$ cat config.mk
export PLATFORM = sky130hd
export DESIGN_NAME = websocket_frame_deframer_unit
export DESIGN_NICKNAME = d
export VERILOG_FILES = /design/src/rtl/core/wsfd_pkg.sv /design/src/rtl/core/wsfd_out_buf.sv /design/src/rtl/core/websocket_frame_deframer_unit.sv
export SDC_FILE = /design/constraint.sdc
export NUM_CORES = 1
export LEC_CHECK = 0
export CELL_PAD_IN_SITES_DETAIL_PLACEMENT = 1
export CELL_PAD_IN_SITES_GLOBAL_PLACEMENT = 1
export CORE_AREA = 2 2 204 166
export CTS_CLUSTER_SIZE = 12
export DETAILED_ROUTE_END_ITERATION = 16
export DIE_AREA = 0 0 206 168
export DONT_BUFFER_PORTS = 1
export GPL_ROUTABILITY_DRIVEN = 0
export GPL_TIMING_DRIVEN = 0
export PLACE_DENSITY_LB_ADDON = 0.1
export SYNTH_ARGS = -nofsm -noshare
export SYNTH_HDL_FRONTEND = slang
export SYNTH_SLANG_ARGS = --single-unit
$ cat constraint.sdc
create_clock -name clk -period 5.5 [get_ports clk]
set_input_delay 1.1 -clock clk [delete_from_list [all_inputs] [get_ports clk]]
set_output_delay 1.1 -clock clk [all_outputs]
set_load 0.01 [all_outputs]
$ cat src/rtl/core/wsfd_pkg.sv
// ----------------------------------------------------------------------------
// wsfd_pkg
// Shared types and constants for the websocket frame deframer.
// ----------------------------------------------------------------------------
`default_nettype none

package wsfd_pkg;

  localparam int unsigned ByteW = 8;
  localparam int unsigned OpW   = 4;
  localparam int unsigned LenW  = 64;
  localparam int unsigned CntW  = 4;

  localparam logic [6:0] Len7Mask = 7'h7F;
  localparam logic [6:0] LenExt16 = 7'd126;
  localparam logic [6:0] LenExt64 = 7'd127;

  // extended length byte counts
  localparam logic [CntW-1:0] Ext16Bytes = 4'd2;
  localparam logic [CntW-1:0] Ext64Bytes = 4'd8;

  typedef enum logic [1:0] {
    PH_FIRST   = 2'd0,
    PH_SECOND  = 2'd1,
    PH_EXT     = 2'd2,
    PH_PAYLOAD = 2'd3
  } phase_t;

  typedef enum logic {
    KIND_HEADER  = 1'b0,
    KIND_PAYLOAD = 1'b1
  } rec_kind_t;

  typedef struct packed {
    rec_kind_t             kind;
    logic [OpW-1:0]        opcode;
    logic [LenW-1:0]       length;
    logic [ByteW-1:0]      data;
    logic                  last;
  } rec_t;

endpackage

`default_nettype wire

$ cat src/rtl/core/wsfd_out_buf.sv
// ----------------------------------------------------------------------------
// wsfd_out_buf
// Two-entry result buffer: output register plus skid entry.
// ----------------------------------------------------------------------------
`default_nettype none

module wsfd_out_buf (
  input  wire logic           clk,
  input  wire logic           rst_n,
  input  wire logic           push,
  input  wire wsfd_pkg::rec_t push_rec,
  output logic                full,
  output logic                out_valid,
  input  wire logic           out_ready,
  output wsfd_pkg::rec_t      out_rec
);

  wsfd_pkg::rec_t e0_r, e0_nxt;
  wsfd_pkg::rec_t e1_r, e1_nxt;
  logic [1:0]     cnt_r, cnt_nxt;
  logic           pop;

  assign pop       = (cnt_r != 2'd0) && out_ready;
  assign full      = (cnt_r == 2'd2);
  assign out_valid = (cnt_r != 2'd0);
  assign out_rec   = e0_r;

  always_comb begin
    e0_nxt  = e0_r;
    e1_nxt  = e1_r;
    cnt_nxt = cnt_r;
    if (pop) begin
      e0_nxt = e1_r;
    end
    if (push) begin
      // new request lands behind whatever stays after the pop
      if ((cnt_r == 2'd0) || (pop && (cnt_r == 2'd1))) begin
        e0_nxt = push_rec;
      end else begin
        e1_nxt = push_rec;
      end
    end
    cnt_nxt = cnt_r + {1'b0, push} - {1'b0, pop};
  end

  always_ff @(posedge clk) begin
    if (!rst_n) begin
      cnt_r <= 2'd0;
    end else begin
      cnt_r <= cnt_nxt;
    end
  end

  always_ff @(posedge clk) begin
    e0_r <= e0_nxt;
    e1_r <= e1_nxt;
  end

endmodule

`default_nettype wire

$ cat src/rtl/core/websocket_frame_deframer_unit.sv
// ----------------------------------------------------------------------------
// websocket_frame_deframer_unit
// Splits a received byte stream into websocket frame header and payload
// results, one byte per cycle while the output buffer is not full.
// ----------------------------------------------------------------------------
// output: each result is registered in the output buffer before it is visible.
// throughput: one byte per cycle while the output buffer is not full;
//   a two-entry output buffer keeps input ready while a result waits.
// reset: synchronous active-low rst_n returns the parser to the first
//   header byte and empties the output buffer.
`default_nettype none

module websocket_frame_deframer_unit (
  input  wire logic                         clk,
  input  wire logic                         rst_n,
  input  wire logic                         in_valid,
  output logic                              in_ready,
  input  wire logic [wsfd_pkg::ByteW-1:0]   in_rx_byte,
  output logic                              out_valid,
  input  wire logic                         out_ready,
  output logic                              out_rec_kind,
  output logic [wsfd_pkg::OpW-1:0]          out_opcode,
  output logic [wsfd_pkg::LenW-1:0]         out_payload_length,
  output logic [wsfd_pkg::ByteW-1:0]        out_data_byte,
  output logic                              out_last_of_frame
);

  wsfd_pkg::phase_t               phase_r, phase_nxt;
  logic [wsfd_pkg::CntW-1:0]      ext_cnt_r, ext_cnt_nxt;
  logic [wsfd_pkg::LenW-1:0]      len_r, len_nxt;
  logic [wsfd_pkg::LenW-1:0]      rem_r, rem_nxt;
  logic [wsfd_pkg::OpW-1:0]       opcode_r, opcode_nxt;

  logic                           accept;
  logic                           buf_full;
  logic                           push;
  wsfd_pkg::rec_t                 rec;
  wsfd_pkg::rec_t                 out_rec;

  logic [6:0]                     len7;
  logic                           len_is_ext;
  logic [wsfd_pkg::LenW-1:0]      ext_len;
  logic [wsfd_pkg::CntW-1:0]      ext_cnt_dec;
  logic [wsfd_pkg::LenW-1:0]      rem_dec;

  assign in_ready = !buf_full;
  assign accept   = in_valid && in_ready;

  assign len7        = in_rx_byte[6:0] & wsfd_pkg::Len7Mask;
  assign len_is_ext  = (len7 == wsfd_pkg::LenExt16) || (len7 == wsfd_pkg::LenExt64);
  assign ext_len     = {len_r[wsfd_pkg::LenW-wsfd_pkg::ByteW-1:0], in_rx_byte};
  assign ext_cnt_dec = ext_cnt_r - 4'd1;
  assign rem_dec     = rem_r - 64'd1;

  // next state
  always_comb begin
    phase_nxt   = phase_r;
    ext_cnt_nxt = ext_cnt_r;
    len_nxt     = len_r;
    rem_nxt     = rem_r;
    opcode_nxt  = opcode_r;
    if (accept) begin
      case (phase_r)
        wsfd_pkg::PH_SECOND: begin
          if (len_is_ext) begin
            ext_cnt_nxt = (len7 == wsfd_pkg::LenExt16) ? wsfd_pkg::Ext16Bytes
                                                       : wsfd_pkg::Ext64Bytes;
            len_nxt     = '0;
            phase_nxt   = wsfd_pkg::PH_EXT;
          end else begin
            len_nxt    = {57'd0, len7};
            rem_nxt    = {57'd0, len7};
            phase_nxt  = (len7 == 7'd0) ? wsfd_pkg::PH_FIRST : wsfd_pkg::PH_PAYLOAD;
          end
        end
        wsfd_pkg::PH_EXT: begin
          len_nxt     = ext_len;
          ext_cnt_nxt = ext_cnt_dec;
          if (ext_cnt_dec == 4'd0) begin
            rem_nxt    = ext_len;
            phase_nxt  = (ext_len == 64'd0) ? wsfd_pkg::PH_FIRST : wsfd_pkg::PH_PAYLOAD;
          end
        end
        wsfd_pkg::PH_PAYLOAD: begin
          rem_nxt  = rem_dec;
          if (rem_dec == 64'd0) begin
            phase_nxt = wsfd_pkg::PH_FIRST;
          end
        end
        default: begin
          opcode_nxt  = in_rx_byte[wsfd_pkg::OpW-1:0];
          ext_cnt_nxt = '0;
          len_nxt     = '0;
          rem_nxt     = '0;
          phase_nxt   = wsfd_pkg::PH_SECOND;
        end
      endcase
    end
  end

  // result for the accepted byte
  always_comb begin
    push        = 1'b0;
    rec.kind    = wsfd_pkg::KIND_HEADER;
    rec.opcode  = opcode_r;
    rec.length  = len_r;
    rec.data    = '0;
    rec.last    = 1'b0;
    if (accept) begin
      case (phase_r)
        wsfd_pkg::PH_SECOND: begin
          if (!len_is_ext) begin
            push       = 1'b1;
            rec.length = {57'd0, len7};
            rec.last   = (len7 == 7'd0);
          end
        end
        wsfd_pkg::PH_EXT: begin
          if (ext_cnt_dec == 4'd0) begin
            push       = 1'b1;
            rec.length = ext_len;
            rec.last   = (ext_len == 64'd0);
          end
        end
        wsfd_pkg::PH_PAYLOAD: begin
          push     = 1'b1;
          rec.kind = wsfd_pkg::KIND_PAYLOAD;
          rec.data = in_rx_byte;
          rec.last = (rem_dec == 64'd0);
        end
        default: begin
          push = 1'b0;
        end
      endcase
    end
  end

  always_ff @(posedge clk) begin
    if (!rst_n) begin
      phase_r   <= wsfd_pkg::PH_FIRST;
      ext_cnt_r <= '0;
      len_r     <= '0;
      rem_r     <= '0;
      opcode_r  <= '0;
    end else begin
      phase_r   <= phase_nxt;
      ext_cnt_r <= ext_cnt_nxt;
      len_r     <= len_nxt;
      rem_r     <= rem_nxt;
      opcode_r  <= opcode_nxt;
    end
  end

  wsfd_out_buf u_out_buf (
    .clk       (clk),
    .rst_n     (rst_n),
    .push      (push),
    .push_rec  (rec),
    .full      (buf_full),
    .out_valid (out_valid),
    .out_ready (out_ready),
    .out_rec   (out_rec)
  );

  assign out_rec_kind       = out_rec.kind;
  assign out_opcode         = out_rec.opcode;
  assign out_payload_length = out_rec.length;
  assign out_data_byte      = out_rec.data;
  assign out_last_of_frame  = out_rec.last;

endmodule

`default_nettype wire
After elaboration in Yosys (flattened, before gate mapping)
Index checks and enable logic that the tools add are counted.
- $add $sub $neg: 4
- multipliers: 0
- divide/modulo/power cells: 0
- $lt $le $gt $ge: 0
- equality and inequality tests: 11
- shift operators: 0
- multiplexer cells: 31
- bitwise logic cells: 3
- reductions and logical operators: 19
- operator list (kind ; number):
    64-bit case mux with 3 select lines ; 2
    64-bit two-way mux ; 4
    78-bit two-way mux ; 3
    64-bit logical NOT ; 2
    64-bit case mux with 2 select lines ; 1
    73-bit two-way mux ; 1
    64-bit by 1-bit subtractor with 64-bit output (second input constant) ; 1
    7-bit equality test (second input constant) ; 2
    4-bit case mux with 3 select lines ; 1
    2-bit two-way mux ; 5
    3-bit AND reduction ; 3
    4-bit two-way mux ; 2
    8-bit two-way mux ; 1
    2-bit inequality test (second input constant) ; 4
    7-bit logical NOT ; 1
    1-bit two-way mux ; 7
    7-bit two-way mux ; 1
    2-bit equality test (second input constant) ; 3
    1-bit case mux with 3 select lines ; 2
    2-bit case mux with 3 select lines ; 1
    2-bit AND reduction ; 3
    2-bit by 1-bit equality test with 1-bit output (second input constant) ; 2
    4-bit logical NOT ; 1
    4-bit by 1-bit subtractor with 4-bit output (second input constant) ; 1
    other kinds (9) ; 14
- bits in registers: 296
- latch bits: 0
- RAM bits: 0
- memory bits (read-only): 0
- bits of input ports: 12
- output and inout bits: 80
- memories: 0

Depth between registers and ports, before layout
- depth in word-level cells: 7
- depth in mapped cells: 14
- depth with buffers taken out: 12

Modules after synthesis
A second synthesis with hierarchy kept.
- cell total of the unflattened synthesis: 1635
- area, all modules: 15049.4 um^2
- modules (own cells, without submodules) (module ; times used ; cells each ; area an instance (um^2) ; sequential area each (um^2)):
    websocket_frame_deframer_unit ; 1 ; 1291 ; 9107.5 ; 2762.6
    wsfd_out_buf ; 1 ; 344 ; 5941.9 ; 3943.8

Worst setup path after synthesis
Ideal clock, no wire load.
- path type: input-to-reg
- start point: input port in_rx_byte[1] (netlist bit)
- end point: register u_out_buf.e1_r[0] (netlist bit) (enable)
- library setup time: 0.524 ns
- arrival time: 5.409 ns
- required time: 4.976 ns
- slack: -0.434 ns
- stages: 6
- buffers on the path: 0
- cell sequence: nand2_1 nor3_1 nor2b_1 nor2_1 a211oi_1 nor2b_1
- word-level cells in the longest chain between the ends: 6
- elaborated cells between the ends (all ways): 7
- classes of those cells: eq/ne: 2; mux: 3; reduce/logical: 2
- ends and longest elaborated chain (item ; line ; RTL):
    start: declaration ; websocket_frame_deframer_unit.sv:18 ; input wire logic [wsfd_pkg::ByteW-1:0] in_rx_byte,
    7-bit equality test ; websocket_frame_deframer_unit.sv:50 ; assign len_is_ext = (len7 == wsfd_pkg::LenExt16) || (len7 == wsfd_pkg::LenExt64);
    1-bit logical OR (*) ; websocket_frame_deframer_unit.sv:50 ;
    1-bit two-way mux (*) ; websocket_frame_deframer_unit.sv:112 ; if (!len_is_ext) begin
    1-bit case mux with 3 select lines (*) ; websocket_frame_deframer_unit.sv:110 ; case (phase_r)
    1-bit two-way mux (*) ; websocket_frame_deframer_unit.sv:109 ; if (accept) begin
    2-bit AND reduction (no source line) (*) ; -- ;
    end signal: assignment ; wsfd_out_buf.sv:56 ; e1_r <= e1_nxt;
    end: declaration ; wsfd_out_buf.sv:19 ; wsfd_pkg::rec_t e1_r, e1_nxt;
Every way passes the cells marked *; elsewhere a longest branch is shown, timed or not.
A chain may end at the register's enable or synchronous reset.

==> reports/metrics.cfg <==
[worst_setup_path]
r2r_end=u_out_buf.e1_r[0]$_DFFE_PP_
cp-end-kind=flip-flop
r2r_slack_ps=790
cp_max_fo=9
reg2regPathDepth=13
crit_required_ps=5850
cp.arrival_ps=5060
endpoint=u_out_buf.e1_r[0]$_DFFE_PP_
worst_setup_path_start_kind=flip-flop
crit_type=flip-flop to flip-flop
r2r-start=rem_r[1]$_SDFFE_PN0P_
cp-startpoint=rem_r[1]$_SDFFE_PN0P_

[die]
fp.dieH_um=168
start_util_pct=44.2
rows=60
num_io_pins=92
fp.dieW_um=206
design.core.area_um2=32900
die_area_um2=34600

[clocking]
cts_buffers=34
clock_latency_ps=530
clk_pin_slew_ps=60
cts_tree=done
cts_sinks=296
cts_hold_buf=0
cts-htree-levels=2
post_cts_resized=0
cts_buffer_depth=3
post_cts_buffers=0
root_buffer=clkbuf_16

[timing]
tns_ps=0
setup_violations=0
period_share_pct=85.5
layout_min_cycle_time_ps=4710
slew_violations=0
rsz0062_at_grt=false
worst_slew_pin_slew_ps=984
fin_worst_skew_ps=17.7
hold_viol=0
slew_headroom_pct=33.8
holdWs_ps=487
fmax_mhz=213

[status]
status=complete, no violations

[global_routing]
grt_usage_pct=29.1
grt_first_pass_wirelength_mm=77.4
grt_max_degree=32
antenna_found_initial=1
grt-ovfl-total=0
grt_pass1_vias=12600

[detailed_routing]
wirelength_mm=50.8
drt-initial-drc-count=1072
ant_nets=0
drc_errors=0
viasPerCell=6.04
wl_per_cell_um=24.2
via_count=12700
dr.pass1.iters=7

[power]
internal-power_mw=4.41
power.density_cell_area_nw_per_um2=419
leakagePower_nw=6.19
ir_drop_v=0.000210
power.switching_mw=2.37
clockPowerShare_pct=32.4
combPwrFrac_pct=24.5
sw_frac_of_total_pct=35.0
seqPwrFrac_pct=43.2

[final_layout]
fillers=3862
final_common_cell=nand2_1
num_antenna_cells=0
drive_above_1_share_pct=4.56
fin_nets=1663
area_growth_pct=11.4
fin_util_pct=49.2
final_cell_mix=nand2_1 (222), dfxtp_1 (218), o21ai_0 (145), clkbuf_1 (130), mux2i_1 (80)

[flow_run]
maxCapViolCount=0

[synth]
syn_area_um2=14500
synth_seq_area_share_pct=46.2
synth_seq_cells=296
yosys_warnings=0
synth_edf_count=78
synth.distinct_cells=63
avgSynthCellArea_um2=9.06
synth_cells=1603
ys.flop_type=dfxtp_1
syn_nets=1625
async_flop_share_pct=0

[min_path]
hold_depth=2
hp-class=flip-flop to flip-flop

[placed_design]
portBuffers=0
hpwl_mm=37.8

layer usage:
layer | wire length, um | global-route usage [%] | up-vias | part of all wire (%)
met5 | 0 | 0 | - | 0
met4 | 1110 | 6.83 | 0 | 2.2
met3 | 3020 | 4.41 | 77 | 5.9
met2 | 22000 | 44.5 | 347 | 43
met1 | 24700 | 43.1 | 6382 | 49
li1 | - | - | 5885 | -
power groups by stage:
stage	logic [mW]	clock network [mW]	registers [mW]
after global routing	1.81	2.31	2.96
after global placement	1.58	0	2.96
after detailed placement	1.65	0	2.98
final	1.66	2.19	2.92
after CTS	1.66	2.23	2.93
after floorplan	1.22	0	2.87
logic make-up after synthesis:
logic type	count (synthesis)	synth area share (%)
XOR/XNOR	64	3.86
AO/OA/AOI/OAI	400	18.5
buffers and inverters	145	3.89
adder cells (fa/ha/maj)	10	0.861
flip-flops	296	46.2
multiplexers	80	5.51
AND/OR/NAND/NOR	608	21.2
per-stage QoR:
step / setup slack, ps / std cells / instance area [um^2] / power [mW]
floorplan: 1050 / 1603 / 14500 / 4.09
global placement: -452 / 2037 / 15100 / 4.54
detailed placement: 885 / 2039 / 15100 / 4.62
CTS: 838 / 2101 / 16200 / 6.82
global route: 478 / 2101 / 16200 / 7.09
finish: 795 / 2101 / 16200 / 6.78
how the worst min path moves through the flow:
| stage | startpoint | end | slack (ps) |
|---|---|---|---|
| floorplan | opcode_r[0]$_SDFFE_PN0P_ | u_out_buf.e1_r[73]$_DFFE_PP_ | 430 |
| detailed placement | len_r[62]$_SDFFE_PN0P_ | len_r[62]$_SDFFE_PN0P_ | 480 |
| global route | len_r[59]$_SDFFE_PN0P_ | len_r[59]$_SDFFE_PN0P_ | 530 |
| finish | len_r[62]$_SDFFE_PN0P_ | len_r[62]$_SDFFE_PN0P_ | 490 |
| CTS | len_r[62]$_SDFFE_PN0P_ | len_r[62]$_SDFFE_PN0P_ | 490 |
| global placement | len_r[57]$_SDFFE_PN0P_ | len_r[57]$_SDFFE_PN0P_ | 470 |
cell usage after synthesis, types with 7 or more instances:
cell / number / area (um^2)
xnor2_1: 32 / 280
xor2_1: 32 / 280
edfxtp_1: 78 / 2340
nand2_1: 222 / 833
a2bb2oi_1: 7 / 61.3
a22o_1: 61 / 534
nor4_1: 48 / 300
a21oi_1: 36 / 180
buf_1: 8 / 30.0
o21ai_0: 145 / 726
clkbuf_1: 117 / 439
and2_1: 31 / 194
nor3_1: 58 / 290
nand3_1: 61 / 305
inv_1: 13 / 48.8
or3_1: 9 / 56.3
a21o_1: 9 / 67.6
a22oi_1: 77 / 578
nor2b_1: 73 / 457
mux2i_1: 80 / 801
or4_1: 10 / 75.1
a21boi_0: 43 / 323
ha_1: 10 / 125
dfxtp_1: 218 / 4360
nand4_1: 12 / 75.1
and3_1: 9 / 56.3
nor2_1: 45 / 169
state kept, by name, summed over array words and instances (netlist names):
name               cells
phase_r                2
u_out_buf.e1_r        78
ext_cnt_r              4
rem_r                 64
u_out_buf.cnt_r        2
u_out_buf.out_rec     78
len_r                 64
opcode_r               4
cell type report:
type | count | area, um^2 | share of cell area [%]
clock inverter | 12 | 111 | 0.688
inverter | 13 | 48.8 | 0.302
clock buffer | 50 | 952 | 5.88
multi-input combinational | 1162 | 7260 | 44.9
buffer | 132 | 517 | 3.19
timing repair buffer | 2 | 40.0 | 0.247
sequential | 296 | 6710 | 41.4
tap | 434 | 543 | 3.36
critical path: stages, from the launching register on:
cell and delay (ps):
dfxtp_1 360, inv_1 130, ha_1 290, or3b_1 370, clkbuf_1 220, nor4_1 850, nand4_1 350, nor4_1 390
xor2_1 150, nor4_1 380, nand3_1 260, nor3_1 340, a221oi_1 220, nor3_1 220
(Power assumes the default switching activity.)
